<file path="config.mk">
export PLATFORM = sky130hd
export DESIGN_NAME = fan_mode_speed_controller_flat
export DESIGN_NICKNAME = d
export VERILOG_FILES = /design/src/fmsc_pkg.sv /design/src/fmsc_in_if.sv /design/src/fmsc_out_if.sv /design/src/fmsc_cfg_if.sv /design/src/fmsc_cfg.sv /design/src/fmsc_step.sv /design/src/fan_mode_speed_controller.sv /design/src/flat_wrapper.sv
export VERILOG_INCLUDE_DIRS = /design/src /design/src/src
export SDC_FILE = /design/constraint.sdc
export NUM_CORES = 1
export LEC_CHECK = 0
export ABC_CLOCK_PERIOD_IN_PS = 6230
export BUFFER_PORTS_ARGS = -buffer_cell sky130_fd_sc_hd__buf_4
export CORE_ASPECT_RATIO = 0.75
export CORE_UTILIZATION = 60
export CTS_BUF_LIST = sky130_fd_sc_hd__clkbuf_4
export DETAILED_ROUTE_END_ITERATION = 12
export PLACE_DENSITY = 0.8
export RECOVER_POWER = 25
export SLEW_MARGIN = 30
export SYNTH_ARGS = -nofsm -noshare
export SYNTH_HDL_FRONTEND = slang
export SYNTH_SLANG_ARGS = --single-unit
</file>
<file path="constraint.sdc">
create_clock -name clk -period 6.23 [get_ports clk]
set_clock_uncertainty 0.2 [all_clocks]
set_input_delay 0.3115 -clock clk [delete_from_list [all_inputs] [get_ports clk]]
set_output_delay 0.3115 -clock clk [all_outputs]
set_load 0.02 [all_outputs]
</file>
<file path="src/fan_mode_speed_controller_macros.svh">
// assertion macros shared by the fan mode and speed controller
`ifndef FAN_MODE_SPEED_CONTROLLER_MACROS_SVH
`define FAN_MODE_SPEED_CONTROLLER_MACROS_SVH

`ifndef SYNTH

// condition holds at every clock edge out of reset
`define FMSC_ASSERT_ALWAYS(label, clk, rst_n, cond, msg) \
    label: assert property (@(posedge clk) disable iff (!rst_n) (cond)) \
        else $error(msg);

// consequent holds in the cycle after the antecedent
`define FMSC_ASSERT_NEXT(label, clk, rst_n, ante, cons, msg) \
    label: assert property (@(posedge clk) disable iff (!rst_n) (ante) |=> (cons)) \
        else $error(msg);

`else

`define FMSC_ASSERT_ALWAYS(label, clk, rst_n, cond, msg)
`define FMSC_ASSERT_NEXT(label, clk, rst_n, ante, cons, msg)

`endif

`endif

</file>
<file path="src/fmsc_pkg.sv">
// types, constants and helpers of the fan mode and speed controller
`timescale 1ns / 1ps

package fmsc_pkg;

    localparam int unsigned DUTY_W  = 7;
    localparam int unsigned TEMP_W  = 8;
    localparam int unsigned KEY_W   = 3;
    localparam int unsigned MODE_W  = 2;
    localparam int unsigned CFG_IDX_W = 2;

    localparam logic [DUTY_W-1:0] SPEED_STEP = 7'd10;
    localparam logic [DUTY_W-1:0] SPEED_MAX  = 7'd100;
    localparam logic [DUTY_W-1:0] SLOW_LIMIT = 7'd30;

    // temperature band edges, the gap values hold the previous speed
    localparam logic [TEMP_W-1:0] TEMP_STOP_BELOW = 8'd20;
    localparam logic [TEMP_W-1:0] TEMP_SLOW_LO    = 8'd21;
    localparam logic [TEMP_W-1:0] TEMP_SLOW_HI    = 8'd25;
    localparam logic [TEMP_W-1:0] TEMP_MED_LO     = 8'd26;
    localparam logic [TEMP_W-1:0] TEMP_MED_HI     = 8'd30;
    localparam logic [TEMP_W-1:0] TEMP_FAST_LO    = 8'd31;

    localparam logic [DUTY_W-1:0] SLOW_DUTY_RST   = 7'd30;
    localparam logic [DUTY_W-1:0] MEDIUM_DUTY_RST = 7'd60;
    localparam logic [DUTY_W-1:0] FAST_DUTY_RST   = 7'd90;

    typedef enum logic [MODE_W-1:0] {
        MODE_SETTINGS = 2'd0,
        MODE_MANUAL   = 2'd1,
        MODE_AUTO     = 2'd2
    } mode_t;

    typedef enum logic [KEY_W-1:0] {
        KEY_NONE     = 3'd0,
        KEY_MANUAL   = 3'd1,
        KEY_AUTO     = 3'd2,
        KEY_UP       = 3'd3,
        KEY_DOWN     = 3'd4,
        KEY_SETTINGS = 3'd5
    } key_t;

    typedef enum logic [CFG_IDX_W-1:0] {
        REG_SLOW_DUTY   = 2'd0,
        REG_MEDIUM_DUTY = 2'd1,
        REG_FAST_DUTY   = 2'd2
    } cfg_reg_t;

    typedef struct packed {
        logic [DUTY_W-1:0] slow_duty;
        logic [DUTY_W-1:0] medium_duty;
        logic [DUTY_W-1:0] fast_duty;
    } duty_cfg_t;

    typedef struct packed {
        mode_t             mode;
        logic [DUTY_W-1:0] speed;
        logic              drive_on;
        logic [DUTY_W-1:0] drive_duty;
        logic [TEMP_W-1:0] prev_temp;
        logic [DUTY_W-1:0] prev_speed;
    } ctrl_state_t;

    typedef struct packed {
        logic [MODE_W-1:0] mode_now;
        logic              motor_on;
        logic [DUTY_W-1:0] motor_duty;
        logic [DUTY_W-1:0] speed_value;
        logic [TEMP_W-1:0] shown_temperature;
        logic              refresh_display;
    } result_t;

    function automatic logic [DUTY_W-1:0] cap100(input logic [DUTY_W-1:0] v);
        return (v > SPEED_MAX) ? SPEED_MAX : v;
    endfunction

endpackage

</file>
<file path="src/fmsc_in_if.sv">
// input channel: one control tick with key and temperature
`timescale 1ns / 1ps

interface fmsc_in_if;
    import fmsc_pkg::*;

    logic              valid;
    logic              ready;
    logic [KEY_W-1:0]  key_code;
    logic [TEMP_W-1:0] temperature;

    modport source (output valid, output key_code, output temperature, input ready);
    modport sink   (input valid, input key_code, input temperature, output ready);
endinterface

</file>
<file path="src/fmsc_out_if.sv">
// result channel: mode, motor drive, speed and display refresh
`timescale 1ns / 1ps

interface fmsc_out_if;
    import fmsc_pkg::*;

    logic              valid;
    logic              ready;
    logic [MODE_W-1:0] mode_now;
    logic              motor_on;
    logic [DUTY_W-1:0] motor_duty;
    logic [DUTY_W-1:0] speed_value;
    logic [TEMP_W-1:0] shown_temperature;
    logic              refresh_display;

    modport source (output valid, output mode_now, output motor_on, output motor_duty,
                    output speed_value, output shown_temperature, output refresh_display,
                    input ready);
    modport sink   (input valid, input mode_now, input motor_on, input motor_duty,
                    input speed_value, input shown_temperature, input refresh_display,
                    output ready);
endinterface

</file>
<file path="src/fmsc_cfg_if.sv">
// configuration write channel: register index and write data
`timescale 1ns / 1ps

interface fmsc_cfg_if;
    import fmsc_pkg::*;

    logic                 valid;
    logic                 ready;
    logic [CFG_IDX_W-1:0] reg_index;
    logic [DUTY_W-1:0]    wr_data;

    modport source (output valid, output reg_index, output wr_data, input ready);
    modport sink   (input valid, input reg_index, input wr_data, output ready);
endinterface

</file>
<file path="src/fmsc_cfg.sv">
// duty configuration registers
`timescale 1ns / 1ps

module fmsc_cfg
    import fmsc_pkg::*;
(
    input  logic       clk,
    input  logic       rst_n,
    fmsc_cfg_if.sink   cfg,
    output duty_cfg_t  duty
);

    duty_cfg_t duty_reg;
    duty_cfg_t duty_next;
    logic      wr_en;

    assign cfg.ready = 1'b1;
    assign wr_en     = cfg.valid && cfg.ready;

    always_comb
    begin
        duty_next = duty_reg;
        if (wr_en)
        begin
            unique case (cfg.reg_index)
                REG_SLOW_DUTY:   duty_next.slow_duty   = cfg.wr_data;
                REG_MEDIUM_DUTY: duty_next.medium_duty = cfg.wr_data;
                REG_FAST_DUTY:   duty_next.fast_duty   = cfg.wr_data;
                default:         duty_next = duty_reg;
            endcase
        end
    end

    always_ff @(posedge clk or negedge rst_n)
    begin
        if (!rst_n)
        begin
            duty_reg.slow_duty   <= SLOW_DUTY_RST;
            duty_reg.medium_duty <= MEDIUM_DUTY_RST;
            duty_reg.fast_duty   <= FAST_DUTY_RST;
        end
        else
        begin
            duty_reg <= duty_next;
        end
    end

    assign duty = duty_reg;

endmodule

</file>
<file path="src/fmsc_step.sv">
// per-tick mode, speed, motor and refresh logic
`timescale 1ns / 1ps

module fmsc_step
    import fmsc_pkg::*;
(
    input  ctrl_state_t        state_cur,
    input  duty_cfg_t          duty,
    input  logic [KEY_W-1:0]   key_code,
    input  logic [TEMP_W-1:0]  temperature,
    output ctrl_state_t        state_next,
    output result_t            result
);

    key_t              key;
    ctrl_state_t       nxt;
    logic              refresh;
    logic [DUTY_W:0]   speed_up;
    logic [TEMP_W-1:0] temp_diff;

    assign key = key_t'(key_code);

    always_comb
    begin
        nxt       = state_cur;
        refresh   = 1'b0;
        speed_up  = {1'b0, state_cur.speed} + {1'b0, SPEED_STEP};
        temp_diff = (temperature > state_cur.prev_temp) ? (temperature - state_cur.prev_temp)
                                                        : (state_cur.prev_temp - temperature);

        unique case (state_cur.mode)
            MODE_MANUAL:
            begin
                if (key == KEY_UP)
                begin
                    if (state_cur.speed < SPEED_MAX)
                    begin
                        nxt.speed = (speed_up > {1'b0, SPEED_MAX}) ? SPEED_MAX
                                                                   : speed_up[DUTY_W-1:0];
                        refresh   = 1'b1;
                    end
                end
                else if (key == KEY_DOWN)
                begin
                    if (state_cur.speed != '0)
                    begin
                        nxt.speed = (state_cur.speed > SPEED_STEP) ? state_cur.speed - SPEED_STEP
                                                                   : '0;
                        refresh   = 1'b1;
                    end
                end
                else if (key == KEY_SETTINGS)
                begin
                    nxt.mode = MODE_SETTINGS;
                    refresh  = 1'b1;
                end

                // motor follows the new speed on the same tick
                priority if (nxt.speed == '0)
                begin
                    nxt.drive_on   = 1'b0;
                    nxt.drive_duty = '0;
                end
                else if (nxt.speed <= SLOW_LIMIT)
                begin
                    nxt.drive_on   = 1'b1;
                    nxt.drive_duty = cap100(duty.slow_duty);
                end
                else
                begin
                    nxt.drive_on   = 1'b1;
                    nxt.drive_duty = cap100(nxt.speed);
                end
            end

            MODE_AUTO:
            begin
                // gap temperatures fall through and hold speed and motor
                if (temperature < TEMP_STOP_BELOW)
                begin
                    nxt.speed      = '0;
                    nxt.drive_on   = 1'b0;
                    nxt.drive_duty = '0;
                end
                else if (temperature > TEMP_SLOW_LO && temperature < TEMP_SLOW_HI)
                begin
                    nxt.speed      = cap100(duty.slow_duty);
                    nxt.drive_on   = 1'b1;
                    nxt.drive_duty = cap100(duty.slow_duty);
                end
                else if (temperature > TEMP_MED_LO && temperature < TEMP_MED_HI)
                begin
                    nxt.speed      = cap100(duty.medium_duty);
                    nxt.drive_on   = 1'b1;
                    nxt.drive_duty = cap100(duty.medium_duty);
                end
                else if (temperature > TEMP_FAST_LO)
                begin
                    nxt.speed      = cap100(duty.fast_duty);
                    nxt.drive_on   = 1'b1;
                    nxt.drive_duty = cap100(duty.fast_duty);
                end

                if (temp_diff > 8'd1 || nxt.speed != state_cur.prev_speed)
                begin
                    refresh = 1'b1;
                end
                nxt.prev_temp  = temperature;
                nxt.prev_speed = nxt.speed;

                if (key == KEY_SETTINGS)
                begin
                    nxt.mode = MODE_SETTINGS;
                    refresh  = 1'b1;
                end
            end

            default:
            begin
                // settings, and the unreachable fourth code behaves the same
                if (key == KEY_MANUAL)
                begin
                    nxt.mode = MODE_MANUAL;
                    refresh  = 1'b1;
                end
                else if (key == KEY_AUTO)
                begin
                    nxt.mode = MODE_AUTO;
                    refresh  = 1'b1;
                end
            end
        endcase
    end

    assign state_next = nxt;

    always_comb
    begin
        result.mode_now          = nxt.mode;
        result.motor_on          = nxt.drive_on;
        result.motor_duty        = nxt.drive_duty;
        result.speed_value       = nxt.speed;
        result.shown_temperature = nxt.prev_temp;
        result.refresh_display   = refresh;
    end

endmodule

</file>
<file path="src/fan_mode_speed_controller.sv">
// fan mode and speed controller top level
//
// in_ch carries one control tick per request: a decoded key and a temperature
// sample. out_ch returns exactly one result per tick, in order: the mode after
// the tick, the motor drive (on and duty percent), the speed setting, the last
// temperature taken in auto mode and a flag that the display must be redrawn.
// cfg writes the slow, medium and fast duty registers (index 0, 1, 2); it is
// always ready and writes to other indexes are dropped. Write it while idle.
// The tick is captured in an input register at the accepting edge, the control
// logic runs on the held tick and the result lands in the output register at
// the edge where the held tick moves on, which waits while the output register
// is full and not being drained.
// Throughput is one tick per cycle while out_ch stays ready; the control logic
// also updates the state when the tick moves on.
// When out_ch stalls, the result holds, the input register still takes one
// more tick, and in_ch.ready drops only once both registers are full.
// Reset puts the block in settings mode with speed zero, the motor stopped,
// the stored temperature zero and the duty registers at 30, 60 and 90.
`timescale 1ns / 1ps
`include "fan_mode_speed_controller_macros.svh"

module fan_mode_speed_controller
    import fmsc_pkg::*;
(
    input  logic       clk,
    input  logic       rst_n,
    fmsc_in_if.sink    in_ch,
    fmsc_out_if.source out_ch,
    fmsc_cfg_if.sink   cfg
);

    duty_cfg_t         duty;
    logic              in_valid_reg;
    logic [KEY_W-1:0]  key_reg;
    logic [TEMP_W-1:0] temp_reg;
    logic              out_valid_reg;
    result_t           res_reg;
    result_t           res_next;
    ctrl_state_t       state_reg;
    ctrl_state_t       state_next;
    logic              advance;
    logic              in_take;

    fmsc_cfg u_cfg (
        .clk   (clk),
        .rst_n (rst_n),
        .cfg   (cfg),
        .duty  (duty)
    );

    fmsc_step u_step (
        .state_cur   (state_reg),
        .duty        (duty),
        .key_code    (key_reg),
        .temperature (temp_reg),
        .state_next  (state_next),
        .result      (res_next)
    );

    // the held tick moves on when the result register is free or being drained
    assign advance     = in_valid_reg && (!out_valid_reg || out_ch.ready);
    assign in_ch.ready = !in_valid_reg || advance;
    assign in_take     = in_ch.valid && in_ch.ready;

    always_ff @(posedge clk or negedge rst_n)
    begin
        if (!rst_n)
        begin
            in_valid_reg <= 1'b0;
        end
        else if (in_take)
        begin
            in_valid_reg <= 1'b1;
        end
        else if (advance)
        begin
            in_valid_reg <= 1'b0;
        end
    end

    always_ff @(posedge clk)
    begin
        if (in_take)
        begin
            key_reg  <= in_ch.key_code;
            temp_reg <= in_ch.temperature;
        end
    end

    always_ff @(posedge clk or negedge rst_n)
    begin
        if (!rst_n)
        begin
            out_valid_reg <= 1'b0;
        end
        else if (advance)
        begin
            out_valid_reg <= 1'b1;
        end
        else if (out_ch.ready)
        begin
            out_valid_reg <= 1'b0;
        end
    end

    always_ff @(posedge clk)
    begin
        if (advance)
        begin
            res_reg <= res_next;
        end
    end

    always_ff @(posedge clk or negedge rst_n)
    begin
        if (!rst_n)
        begin
            state_reg.mode       <= MODE_SETTINGS;
            state_reg.speed      <= '0;
            state_reg.drive_on   <= 1'b0;
            state_reg.drive_duty <= '0;
            state_reg.prev_temp  <= '0;
            state_reg.prev_speed <= '0;
        end
        else if (advance)
        begin
            state_reg <= state_next;
        end
    end

    assign out_ch.valid             = out_valid_reg;
    assign out_ch.mode_now          = res_reg.mode_now;
    assign out_ch.motor_on          = res_reg.motor_on;
    assign out_ch.motor_duty        = res_reg.motor_duty;
    assign out_ch.speed_value       = res_reg.speed_value;
    assign out_ch.shown_temperature = res_reg.shown_temperature;
    assign out_ch.refresh_display   = res_reg.refresh_display;

    `FMSC_ASSERT_ALWAYS(a_speed_range, clk, rst_n, state_reg.speed <= SPEED_MAX,
        "stored speed above 100")
    `FMSC_ASSERT_ALWAYS(a_stopped_no_duty, clk, rst_n,
        state_reg.drive_on || state_reg.drive_duty == '0, "stopped motor with nonzero duty")
    `FMSC_ASSERT_NEXT(a_state_holds, clk, rst_n, !advance, $stable(state_reg),
        "state changed without a tick moving on")
    `FMSC_ASSERT_NEXT(a_tick_kept, clk, rst_n, in_valid_reg && !advance, in_valid_reg,
        "held tick dropped while the result register was full")
    `FMSC_ASSERT_NEXT(a_result_shown, clk, rst_n, advance, out_valid_reg,
        "tick moved on without a result")

endmodule
</file>
<file path="src/flat_wrapper.sv">
// flat-port wrapper written by rule: the top's interface ports become plain ports
module fan_mode_speed_controller_flat import fmsc_pkg::*;
  (clk, rst_n, in_ch_valid, in_ch_key_code, in_ch_temperature, in_ch_ready, out_ch_valid, out_ch_mode_now, out_ch_motor_on, out_ch_motor_duty, out_ch_speed_value, out_ch_shown_temperature, out_ch_refresh_display, out_ch_ready, cfg_valid, cfg_reg_index, cfg_wr_data, cfg_ready);
  fmsc_in_if in_ch_i ();
  fmsc_out_if out_ch_i ();
  fmsc_cfg_if cfg_i ();
  input  logic clk;
  input  logic rst_n;
  input wire logic [$bits(in_ch_i.valid)-1:0] in_ch_valid;
  input wire logic [$bits(in_ch_i.key_code)-1:0] in_ch_key_code;
  input wire logic [$bits(in_ch_i.temperature)-1:0] in_ch_temperature;
  output wire logic [$bits(in_ch_i.ready)-1:0] in_ch_ready;
  output wire logic [$bits(out_ch_i.valid)-1:0] out_ch_valid;
  output wire logic [$bits(out_ch_i.mode_now)-1:0] out_ch_mode_now;
  output wire logic [$bits(out_ch_i.motor_on)-1:0] out_ch_motor_on;
  output wire logic [$bits(out_ch_i.motor_duty)-1:0] out_ch_motor_duty;
  output wire logic [$bits(out_ch_i.speed_value)-1:0] out_ch_speed_value;
  output wire logic [$bits(out_ch_i.shown_temperature)-1:0] out_ch_shown_temperature;
  output wire logic [$bits(out_ch_i.refresh_display)-1:0] out_ch_refresh_display;
  input wire logic [$bits(out_ch_i.ready)-1:0] out_ch_ready;
  input wire logic [$bits(cfg_i.valid)-1:0] cfg_valid;
  input wire logic [$bits(cfg_i.reg_index)-1:0] cfg_reg_index;
  input wire logic [$bits(cfg_i.wr_data)-1:0] cfg_wr_data;
  output wire logic [$bits(cfg_i.ready)-1:0] cfg_ready;
  assign in_ch_i.valid = in_ch_valid;
  assign in_ch_i.key_code = in_ch_key_code;
  assign in_ch_i.temperature = in_ch_temperature;
  assign in_ch_ready = in_ch_i.ready;
  assign out_ch_valid = out_ch_i.valid;
  assign out_ch_mode_now = out_ch_i.mode_now;
  assign out_ch_motor_on = out_ch_i.motor_on;
  assign out_ch_motor_duty = out_ch_i.motor_duty;
  assign out_ch_speed_value = out_ch_i.speed_value;
  assign out_ch_shown_temperature = out_ch_i.shown_temperature;
  assign out_ch_refresh_display = out_ch_i.refresh_display;
  assign out_ch_i.ready = out_ch_ready;
  assign cfg_i.valid = cfg_valid;
  assign cfg_i.reg_index = cfg_reg_index;
  assign cfg_i.wr_data = cfg_wr_data;
  assign cfg_ready = cfg_i.ready;
  fan_mode_speed_controller u_core (.clk(clk), .rst_n(rst_n), .in_ch(in_ch_i), .out_ch(out_ch_i), .cfg(cfg_i));
endmodule
</file>
After elaboration in Yosys (flattened, before gate mapping)
Cells that the tools add are included.
- add/subtract/negate cells: 4
- order comparisons: 16
- eq/ne operators: 10
- muxes and demuxes: 41
- reduce and logical (&&, ||, !) cells: 18
- operators by type and width (kind ; count):
    two-way mux 15 bit ; 6
    two-way mux 7 bit ; 12
    one-hot mux 15 bit (2 select lines) ; 1
    greater-than comparator 7 bit, second input constant ; 4
    greater-than comparator 8 x 5 -> 1 bit, second input constant ; 3
    less-than comparator 8 x 5 -> 1 bit, second input constant ; 3
    two-way mux 8 bit ; 2
    subtractor 8 bit ; 2
    two-way mux 1 bit ; 13
    two-way mux 2 bit ; 5
    adder 7 x 4 -> 8 bit, second input constant ; 1
    greater-than comparator 8 x 1 -> 1 bit, second input constant ; 1
    greater-than comparator 8 x 7 -> 1 bit, second input constant ; 1
    greater-than comparator 8 bit ; 1
    AND reduction 2 bit ; 4
    greater-than comparator 7 x 4 -> 1 bit, second input constant ; 1
    <= comparator 7 x 5 -> 1 bit, second input constant ; 1
    logical NOT 7 bit ; 1
    less-than comparator 7 bit, second input constant ; 1
    != test 7 bit ; 1
    nonzero test 7 bit ; 1
    subtractor 7 x 4 -> 7 bit, second input constant ; 1
    == test 3 x 2 -> 1 bit, second input constant ; 2
    == test 3 bit, second input constant ; 2
    other kinds (10) ; 19
- flip-flop bits (word level): 92
- input port bits: 25
- output and inout port bits: 29
- logic and storage cells: 108

Logic depth before layout (Yosys ltp)
Gate-level depths: netlist of run 1.
- depth in word-level cells: 12
- mapped depth: 13
- depth with buffers taken out: 12

Modules after synthesis
Synthesis of run 1 repeated with hierarchy kept, for this count alone.
- cell total of the unflattened synthesis: 635
- area, all modules: 6418.7 um2
- modules (own cells, without submodules) (module ; instances ; cells each ; area an instance (um2)):
    fmsc_step ; 1 ; 475 ; 3069.2
    fan_mode_speed_controller ; 1 ; 113 ; 2519.9
    fmsc_cfg ; 1 ; 47 ; 829.5

Worst setup path after synthesis of run 1
Ideal clock, no wire load.
- kind: register to register
- start: reg u_core.state_reg[24] (netlist bit)
- end: reg u_core.res_reg, in the netlist u_core.out_ch.motor_duty[5] (data pin)
- setup time: 0.260 ns
- arrival: 2.956 ns
- data required time: 5.770 ns
- setup slack: 2.815 ns
- stages on the path, launching flop included: 11
- buffers on the path: 1
- clock period less this slack: 3.415 ns
- path through: dfrtp_1 > clkbuf_1 > inv_1 > ha_1 > a211oi_1 > a211o_1 > a31oi_2 > or3_4 > o41ai_4 > o22ai_1 > mux2_2
- RTL lines (element ; line ; text):
    start, declared ; fan_mode_speed_controller.sv:39 ; ctrl_state_t state_reg;
    start signal, assigned ; fan_mode_speed_controller.sv:127 ; state_reg <= state_next;
    end signal, assigned ; fan_mode_speed_controller.sv:110 ; res_reg <= res_next;
    end, declared ; fan_mode_speed_controller.sv:37 ; result_t res_reg;

==> reports/qor.csv, run 1 <==
stage;metric;value;unit
pwr;Pwr Total;3030;uW
logic_synthesis;top cell type by total area after synthesis;edfxtp_1;
logic_synthesis;Avg Cell Area, Syn;9.86;sq um
critical_path;endpoint class of the critical path;flip-flop;
finish;number of flip-flops under the largest register name;32;
logic_synthesis;dominant cells by area after synthesis;edfxtp_1 (18%), dfrtp_1 (18%), mux2_2 (7.8%);
logic_synthesis;Syn. warnings;0;
finish;most common cell after layout, fill and taps aside;nand2_1;
flow_run;Max-cap violations;1;
logic_synthesis;Compound-Gate Fraction of Synth Area;23.9;%
die;die area;0.0105;sq mm
logic_synthesis;EDFF count, synth;37;
finish;area grow syn2layout;12.5;%
die;die extent in x;118;microns
routing;WL final;16700;microns
routing;First DRT Iteration DRCs;521;
pwr;Pwr Density;443;mW/mm^2
routing;total number of vias;5294;
placed_design;placed cells;768;
critical_path;Crit Path Class;reg2reg;
finish;Filler Cells Inserted;731;
sta;period utilization;63.3;%
sta;Peak Freq;254;MHz
clock_tree;H-tree levels;3;
logic_synthesis;post-synthesis xor/xnor area fraction;1.44;%
die;Initial Util;62.5;%
clock_tree;Max clock buf depth;2;
finish;multi-input logic area;0.00330;sq mm
global_route;GR Util All Layers;33.2;%
logic_synthesis;largest family of logic cells by synthesized area;compound AO/OA/AOI/OAI gates;
die;placeable core area;0.00974;sq mm
sta;unrepaired setup endpoints after global routing;no;
sta;final total negative setup slack;0;ps
pwr;total leakage power;0.00275;uW
placed_design;gpl congestion;1.02;
placed_design;Port Buffers;52;
finish;commonest non-fill, non-tap cells in the layout;nand2_1 (48), o21ai_0 (44), dfrtp_1 (43);
finish;diode count;0;
status;status;finished with violations;
routing;drt first pass iters;6;
min_path;worst hold path type;in2reg;
sta;worst-margin pin slew;3120;ps
logic_synthesis;asr flop ratio synth;59.8;%
pwr;peak supply drop;253;uV
sta;Final Hold Fails;0;
routing;DRC Markers;0;
finish;Net count, final;716;
finish;Reg area;0.00250;sq mm
sta;worst hold margin;122;ps
finish;share of cells above drive strength 1;20.5;%
finish;post-layout util;70.3;%
logic_synthesis;syn nets;664;
global_route;global route overflow;0;
logic_synthesis;Synth Flop Type;dfrtp_1;
global_route;first-pass GRT wire length;26800;microns
global_route;grt met2 use;50.9;%
clock_tree;clk_lat worst skew;490;ps
critical_path;CP max FO;14;
die;Top Ports;54;
clock_tree;Clock Tree Root;clkbuf_4;
logic_synthesis;Adder-Cell Fraction of Synth Area;4.77;%
global_route;initial antenna violation count;0;
logic_synthesis;unique cell type count in the Yosys netlist;83;
sta;max_slew headroom;-108;%
routing;DR WL/cell;20.7;microns
die;Core Rows;31;
routing;vias per cell;6.57;
placed_design;post-DP HPWL;11700;microns
logic_synthesis;synthesized area;0.00608;sq mm
clock_tree;Worst-path clk slew;180;ps
global_route;GR Layer Usage met1;46.1;%
logic_synthesis;multiplexer area fraction after synthesis;9.26;%
critical_path;crit start category;flip-flop;
logic_synthesis;Post-Synth Simple-Gate Area;14.8;%
clock_tree;Num CTS Buffers;9;
die;DIE HEIGHT;89.2;microns
global_route;pin count of the biggest net entering global routing;56;
global_route;met3 usage;8.10;%
global_route;vias in the first global route;5036;
critical_path;Arr. time, crit path;3990;ps
sta;endpoints failing setup;0;
clock_tree;CTS tree;built;
sta;Max Slew Vio Count;56;
logic_synthesis;Yosys reg bits;92;
status;failing checks;max-capacitance violations, max-slew violations;
routing;ANT nets after route;0;
sta;final worst path period need;3940;ps
logic_synthesis;share of the synthesized area in the top cell type;18.3;%
global_route;gr busiest metal;met2;
clock_tree;clk sink count;92;
critical_path;Crit path required time;6280;ps
finish;fin cells;806;
logic_synthesis;Seq/Total Area, Yosys;41.1;%
logic_synthesis;Synth Instances;617;
what timing repair did:
action | 4_1_cts | 5_1_grt
endpoints found under the hold margin | 77 | 0
hold buffers | 22 | 0
buffers inserted | 0 | 0
gates resized for setup | 0 | 0
cell type report:
cell class | count | area share [%]
clock buffers | 9 | 0.988
flip-flops and latches | 92 | 36.6
repair buffers | 77 | 8.76
clock inverters | 7 | 1.15
well taps | 132 | 2.41
inverters | 35 | 1.92
multi-input cells | 454 | 48.2
report_power, final:
group | switching, uW | internal, uW
combinational | 970 | 647
sequential | 207 | 861
clock | 246 | 97.6
total | 1420 | 1610
through the flow:
stage,cell area [sq um],setup WS [ps]
3_5_place_dp,6510,2360
2_1_floorplan,6080,2810
6_report,6840,2290
5_1_grt,6840,2120
4_1_cts,6880,2360
3_3_place_gp,6510,2440
worst max-delay path, stage by stage, from the launching register on:
cell,delay (ps)
dfrtp_1,600
ha_1,360
and2_0,230
a221o_1,380
o32ai_4,470
inv_2,70
or3_4,410
o41ai_4,510
o21ai_1,170
mux2_2,290
Yosys cell counts, types with 11 or more instances:
cell	number
nand2_1	48
o21ai_0	44
dfrtp_1	43
mux2_2	42
edfxtp_1	37
nor2_1	35
inv_1	34
clkbuf_1	24
a21oi_1	22
ha_1	20
a31oi_1	16
nand3_1	15
nor3_1	13
dfstp_2	12
o21a_1	11
path summary, 6_finish.rpt:
| path | from | to | slack (ps) | cells past startpoint |
|---|---|---|---|---|
| worst max-delay path | u_core.state_reg[24]$_DFFE_PN0P_ | u_core.out_ch.motor_duty[1]$_DFFE_PP_ | 2290 | 9 |
| worst min-delay path | cfg_reg_index[1] | u_core.u_cfg.duty[17]$_DFFE_PN1P_ | 120 | 3 |
| worst max register to register | u_core.state_reg[24]$_DFFE_PN0P_ | u_core.out_ch.motor_duty[1]$_DFFE_PP_ | 2290 | 9 |
| worst min register to register | u_core.state_reg[3]$_DFFE_PN0P_ | u_core.state_reg[3]$_DFFE_PN0P_ | 330 | 2 |
| max in group asynchronous | rst_n | u_core.state_reg[30]$_DFFE_PN0P_ | 2880 | 2 |
| min in group asynchronous | rst_n | u_core.u_cfg.duty[2]$_DFFE_PN0P_ | 1190 | 2 |
layer usage:
metal	wire [microns]	part of all wire [%]	vias up
met2	7290	44	280
met5	0	0	-
met4	349	2.1	0
met3	1560	9.4	33
met1	7470	45	2549
li1	-	-	2432
cell families after synthesis:
group | after synthesis
AND/OR/NAND/NOR | 173
other | 1
XOR/XNOR | 10
buffers and inverters | 71
adder cells (fa/ha/maj) | 22
multiplexers | 51
AO/OA/AOI/OAI | 197
flip-flops | 92
(Power assumes the default switching activity.)
==> inputs of run 2 (changes only) <==
--- a/config.mk
+++ b/config.mk
@@ -6,13 +6,13 @@
 export SDC_FILE = /design/constraint.sdc
 export NUM_CORES = 1
 export LEC_CHECK = 0
-export ABC_CLOCK_PERIOD_IN_PS = 6230
+export ABC_CLOCK_PERIOD_IN_PS = 3500
 export BUFFER_PORTS_ARGS = -buffer_cell sky130_fd_sc_hd__buf_4
 export CORE_ASPECT_RATIO = 0.75
-export CORE_UTILIZATION = 60
+export CORE_UTILIZATION = 56
 export CTS_BUF_LIST = sky130_fd_sc_hd__clkbuf_4
 export DETAILED_ROUTE_END_ITERATION = 12
-export PLACE_DENSITY = 0.8
+export PLACE_DENSITY = 0.79
 export RECOVER_POWER = 25
 export SLEW_MARGIN = 30
 export SYNTH_ARGS = -nofsm -noshare
==> constraint.sdc (replaced) <==
create_clock -name clk -period 3.5 [get_ports clk]
set_clock_uncertainty 0.2 [all_clocks]
set_input_delay 0.175 -clock clk [delete_from_list [all_inputs] [get_ports clk]]
set_output_delay 0.175 -clock clk [all_outputs]
set_load 0.02 [all_outputs]
==> reports/qor.csv, run 2 (same netlist as run 1, synthesis figures left out) <==
stage;metric;value;unit;change
status;status;finished, final reports clean;;
critical_path;CP max FO;8;;-6
placed_design;placed cells;803;;+4.6%
finish;fin cells;845;;+4.8%
routing;total number of vias;5478;;+3.5%
placed_design;Port Buffers;52;;unchanged
die;die extent in x;122;microns;+3.4%
finish;most common cell after layout, fill and taps aside;buf_4;;
sta;Peak Freq;295;MHz;+16%
sta;worst hold margin;106;ps;-16.9 ps
flow_run;Max-cap violations;0;;-1
pwr;peak supply drop;424;uV;+67%
finish;commonest non-fill, non-tap cells in the layout;buf_4 (74), nand2_1 (48), o21ai_0 (43);;
finish;area grow syn2layout;17.9;%;
sta;worst-margin pin slew;1460;ps;-1650 ps
sta;Max Slew Vio Count;0;;-100%
critical_path;worst r2r src;u_core.state_reg[24]$_DFFE_PN0P_;;
die;die area;0.0113;sq mm;+7.0%
critical_path;r2r endpoint;u_core.state_reg[17]$_DFFE_PN0P_;;
sta;final worst path period need;3390;ps;-555 ps
finish;share of cells above drive strength 1;26.1;%;+5.6 points
finish;Net count, final;751;;+4.9%
critical_path;crit start category;flip-flop;;
die;Core Rows;32;;+3.2%
sta;max_slew headroom;2.49;%;+110 points
global_route;first-pass GRT wire length;28400;microns;+5.9%
clock_tree;H-tree levels;3;;unchanged
pwr;Pwr Density;787;mW/mm^2;+78%
critical_path;reg2reg path depth;10;;+1
global_route;GR Util All Layers;33.2;%;+0.068 points
critical_path;Arr. time, crit path;3560;ps;-430 ps
clock_tree;Worst-path clk slew;180;ps;about the same
global_route;initial antenna violation count;0;;unchanged
sta;unrepaired setup endpoints after global routing;no;;
die;Top Ports;54;;unchanged
routing;vias per cell;6.48;;-1.3%
finish;Reg area;0.00250;sq mm;about the same
sta;final total negative setup slack;0;ps;unchanged
min_path;Hold Path Cell Cnt;3;;unchanged
placed_design;gpl congestion;1.04;;+1.6%
sta;period utilization;96.7;%;+33 points
global_route;pin count of the biggest net entering global routing;56;;unchanged
min_path;Hold Crit Start;cfg_valid;;
min_path;worst hold path type;in2reg;;
placed_design;post-DP HPWL;13000;microns;+11%
critical_path;Crit Path Class;reg2reg;;
routing;WL final;17700;microns;+5.9%
global_route;vias in the first global route;5275;;+4.7%
critical_path;reg2reg setup slack;110;ps;-2170 ps
finish;multi-input logic area;0.00333;sq mm;+1.1%
die;placeable core area;0.0104;sq mm;+6.9%
finish;fin area;0.00717;sq mm;+4.9%
clock_tree;Max clock buf depth;2;;unchanged
min_path;worst min-delay path endpoint;u_core.u_cfg.duty[17]$_DFFE_PN1P_;;
sta;Final Hold Fails;0;;unchanged
finish;number of flip-flops under the largest register name;32;;unchanged
die;Initial Util;58.4;%;-4.0 points
routing;DRC Markers;0;;unchanged
routing;DR WL/cell;20.9;microns;+1.0%
clock_tree;clk sink count;92;;unchanged
clock_tree;CTS tree;built;;
finish;diode count;0;;unchanged
global_route;global route overflow;0;;unchanged
clock_tree;Num CTS Buffers;9;;unchanged
finish;Filler Cells Inserted;783;;+7.1%
routing;ANT nets after route;0;;unchanged
placed_design;DP Area;0.00675;sq mm;+3.7%
critical_path;endpoint class of the critical path;flip-flop;;
routing;First DRT Iteration DRCs;584;;+12%
die;DIE HEIGHT;92.3;microns;+3.4%
clock_tree;Clock Tree Root;clkbuf_4;;
sta;endpoints failing setup;0;;unchanged
critical_path;Crit path required time;3670;ps;-2610 ps
pwr;total leakage power;0.00295;uW;+7.2%
clock_tree;clk_lat worst skew;470;ps;-20 ps
routing;drt first pass iters;5;;-1
critical_path;crit path launch;u_core.state_reg[24]$_DFFE_PN0P_;;
[run 2: changes by cell type in the layout (fill, tap and decap cells not counted), moves of 2 or more]
cell / change
a211oi_1: -2
a211oi_2: +2
buf_4: +40
clkbuf_1: -8
clkbuf_4: -2
dlygate4sd3_1: +4
mux2_1: -2
mux2_2: +2
[run 2: worst max-delay path, cell delays in order (launching register included)]
cell and delay, ps:
dfrtp_2 500, ha_1 230, and2_0 210, a221o_1 380, o32ai_4 320, inv_2 60, or3_4 410, o41ai_4 400
buf_4 210, o41ai_2 90, mux2_2 280
[run 2: per-stage QoR]
stage	util [%]	power, uW	worst slack [ps]
3_3_place_gp	64.8	4860	141
5_1_grt	68.9	5980	3.92
6_report	68.9	5650	114
2_1_floorplan	-	3900	84.7
3_5_place_dp	64.9	4910	162
4_1_cts	68.7	5530	122
[run 2: worst max path at each step]
stage	slack [ps]	to	cells after the start
after floorplan	80	u_core.out_ch.motor_duty[5]$_DFFE_PP_	10
after global placement	140	u_core.out_ch.refresh_display$_DFFE_PP_	9
after detailed placement	160	u_core.out_ch.motor_duty[5]$_DFFE_PP_	10
after CTS	120	u_core.out_ch.motor_duty[1]$_DFFE_PP_	10
after global routing	4	u_core.out_ch.motor_duty[5]$_DFFE_PP_	7
final	110	u_core.state_reg[17]$_DFFE_PN0P_	10
[run 2: power by group]
| part | leakage (uW) | switching, uW | internal, uW |
|---|---|---|---|
| logic | 0.00185 | 1920 | 1320 |
| registers | 0.00102 | 286 | 1530 |
| clock network | 0.0000751 | 427 | 166 |
[run 2: timing repair]
action                                  4_1_cts  5_1_grt
endpoints found under the setup margin        0        6
buffers inserted                              0        0
endpoints found under the hold margin        89        0
gates resized for setup                       0        9
hold buffers                                 26        0
[run 2: routing by layer]
| layer | share of wire [%] | up-vias | wire, microns | GRT usage, % |
|---|---|---|---|---|
| li1 | - | 2489 | - | - |
| met4 | 2.3 | 0 | 403 | 10.9 |
| met2 | 42 | 333 | 7480 | 47.5 |
| met5 | 0 | - | 0 | 0 |
| met3 | 10 | 40 | 1810 | 7.28 |
| met1 | 45 | 2616 | 7960 | 49.3 |
[run 2: area by class of cell]
| type | count | share of cell area, % |
|---|---|---|
| multi-input combinational | 454 | 46.5 |
| sequential | 92 | 34.9 |
| timing repair buffer | 112 | 12.5 |
| tap | 136 | 2.37 |
| inverter | 35 | 1.83 |
| clock inverter | 7 | 0.959 |
| clock buffer | 9 | 0.942 |
==> inputs of run 3 (changes only) <==
--- a/config.mk
+++ b/config.mk
@@ -6,7 +6,6 @@
 export SDC_FILE = /design/constraint.sdc
 export NUM_CORES = 1
 export LEC_CHECK = 0
-export ABC_CLOCK_PERIOD_IN_PS = 3500
 export BUFFER_PORTS_ARGS = -buffer_cell sky130_fd_sc_hd__buf_4
 export CORE_ASPECT_RATIO = 0.75
 export CORE_UTILIZATION = 56
==> constraint.sdc (replaced) <==
create_clock -name clk -period 3.5 [get_ports clk]
set_clock_uncertainty 0.2 [all_clocks]
set_input_delay 0 -clock clk [delete_from_list [all_inputs] [get_ports clk]]
set_output_delay 0 -clock clk [all_outputs]
set_load 0.02 [all_outputs]
==> reports/qor.csv, run 3 (same netlist as run 1, synthesis figures left out) <==
stage;metric;value;unit;change
status;status;finished, final reports clean;;
sta;Peak Freq;296;MHz;+0.22%
pwr;clock network fraction of total power;10.6;%;about the same
clock_tree;Num CTS Buffers;9;;unchanged
critical_path;CP max FO;9;;+1
clock_tree;Worst-path clk slew;170;ps;about the same
pwr;NetSw;2660;uW;+1.3%
die;Top Ports;54;;unchanged
global_route;pin count of the biggest net entering global routing;44;;-21%
clock_tree;H-tree levels;3;;unchanged
flow_run;Max-cap violations;0;;unchanged
sta;period utilization;96.5;%;-0.21 points
critical_path;CP Cell Sequence;or4b_4 > o31a_1 > a311oi_4 > o22ai_1 > o41ai_4 > o21ai_1 > mux2_2;;
pwr;switch share;46.8;%;+0.19 points
finish;Net count, final;759;;+1.1%
finish;post-layout util;69.6;%;+0.66 points
sta;max_slew headroom;17.8;%;+15 points
finish;area grow syn2layout;19.1;%;
critical_path;crit start category;flip-flop;;
sta;endpoints failing setup;0;;unchanged
die;die extent in x;122;microns;unchanged
routing;drt first pass iters;5;;unchanged
routing;First DRT Iteration DRCs;618;;+5.8%
finish;Filler Cells Inserted;773;;-1.3%
critical_path;critical path's slowest cell;or4b_4;;
critical_path;Crit path required time;3540;ps;-130 ps
critical_path;Crit Path Class;reg2reg;;
finish;fin area;0.00724;sq mm;+0.96%
clock_tree;CTS tree;built;;
routing;total number of vias;5561;;+1.5%
routing;DR WL/cell;21.5;microns;+2.9%
finish;commonest non-fill, non-tap cells in the layout;buf_4 (74), nand2_1 (48), o21ai_0 (43);;
sta;final total negative setup slack;0;ps;unchanged
placed_design;post-DP HPWL;13000;microns;unchanged
placed_design;gpl congestion;1.04;;unchanged
pwr;Pwr Total;5700;uW;+0.88%
finish;diode count;0;;unchanged
finish;number of flip-flops under the largest register name;32;;unchanged
critical_path;endpoint class of the critical path;flip-flop;;
pwr;peak supply drop;428;uV;+0.92%
sta;Max Slew Vio Count;0;;unchanged
global_route;vias in the first global route;5318;;+0.82%
sta;final worst path period need;3380;ps;-7.43 ps
placed_design;Port Buffers;52;;unchanged
routing;ANT nets after route;0;;unchanged
routing;WL final;18300;microns;+3.9%
placed_design;placed cells;803;;unchanged
finish;share of cells above drive strength 1;25.9;%;-0.15 points
placed_design;DP Area;0.00675;sq mm;unchanged
die;DIE HEIGHT;92.3;microns;unchanged
routing;vias per cell;6.52;;+0.56%
die;Initial Util;58.4;%;unchanged
global_route;GR Util All Layers;34.5;%;+1.3 points
critical_path;Arr. time, crit path;3420;ps;-140 ps
die;placeable core area;0.0104;sq mm;unchanged
pwr;total leakage power;0.00297;uW;+0.78%
clock_tree;clk sink count;92;;unchanged
clock_tree;Max clock buf depth;2;;unchanged
routing;DRC Markers;0;;unchanged
die;Core Rows;32;;unchanged
pwr;Pwr Density;787;mW/mm^2;about the same
die;die area;0.0113;sq mm;unchanged
global_route;initial antenna violation count;0;;unchanged
clock_tree;clk_lat worst skew;470;ps;about the same
finish;most common cell after layout, fill and taps aside;buf_4;;
sta;Final Hold Fails;0;;unchanged
critical_path;CP max stage delay;570;ps;+70 ps
min_path;worst hold path type;in2reg;;
pwr;sequential share of power;32.1;%;about the same
finish;fin cells;853;;+0.95%
sta;worst-margin pin slew;1230;ps;-229 ps
pwr;Pint;3030;uW;+0.53%
global_route;first-pass GRT wire length;29400;microns;+3.7%
global_route;global route overflow;0;;unchanged
pwr;Comb power frac;57.4;%;about the same
clock_tree;Clock Tree Root;clkbuf_4;;
run 3: critical path, delay by kind of cell (launching register included):
family	cells	cell delay [ps]
mux	1	290
compound gates	5	1570
flops	1	540
simple gates	1	570
run 3: what timing repair did:
action,CTS,global route
hold endpoints to repair,100,0
hold buffers,33,0
gates resized for setup,0,10
setup buffers,0,1
endpoints found under the setup margin,0,7
run 3: worst paths after layout:
check	from	endpoint	slack [ps]	depth (start not counted)
worst min-delay path	in_ch_temperature[4]	u_core.temp_reg[4]$_DFFE_PP_	60	2
max in group asynchronous	rst_n	u_core.state_reg[24]$_DFFE_PN0P_	950	4
min in group asynchronous	rst_n	u_core.u_cfg.duty[6]$_DFFE_PN1P_	810	3
worst max register to register	u_core.state_reg[27]$_DFFE_PN0P_	u_core.out_ch.motor_duty[1]$_DFFE_PP_	120	7
worst min register to register	u_core.state_reg[3]$_DFFE_PN0P_	u_core.state_reg[3]$_DFFE_PN0P_	330	2
worst max-delay path	u_core.state_reg[27]$_DFFE_PN0P_	u_core.out_ch.motor_duty[1]$_DFFE_PP_	120	7
run 3: layout make-up:
class / instances / area (sq um) / area share (%)
Multi-Input combinational cell: 454 / 3330 / 46.0
Inverter: 35 / 131 / 1.81
Clock inverter: 7 / 68.8 / 0.950
Clock buffer: 9 / 67.6 / 0.933
Sequential cell: 92 / 2500 / 34.6
Tap cell: 136 / 170 / 2.35
Timing Repair Buffer: 120 / 967 / 13.4
run 3: layer usage:
layer / track usage (%) / routed length (microns)
met1: 50.7 / 8060
met2: 50.5 / 7880
met3: 7.15 / 1970
met4: 10.8 / 434
met5: 0 / 0
run 3: metrics by stage:
stage	setup WS (ps)	hold slack [ps]
global route	-14.0	51.8
floorplan	84.7	-496
detailed placement	162	-82.4
CTS	122	27.5
global placement	141	-95.8
finish	121	62.1
run 3: power groups by stage:
stage	combinational [uW]	clock, uW	sequential, uW
2_1_floorplan	2070	0	1830
3_3_place_gp	3050	0	1810
3_5_place_dp	3070	0	1830
4_1_cts	3130	606	1810
5_1_grt	3510	636	1860
6_report	3270	601	1830
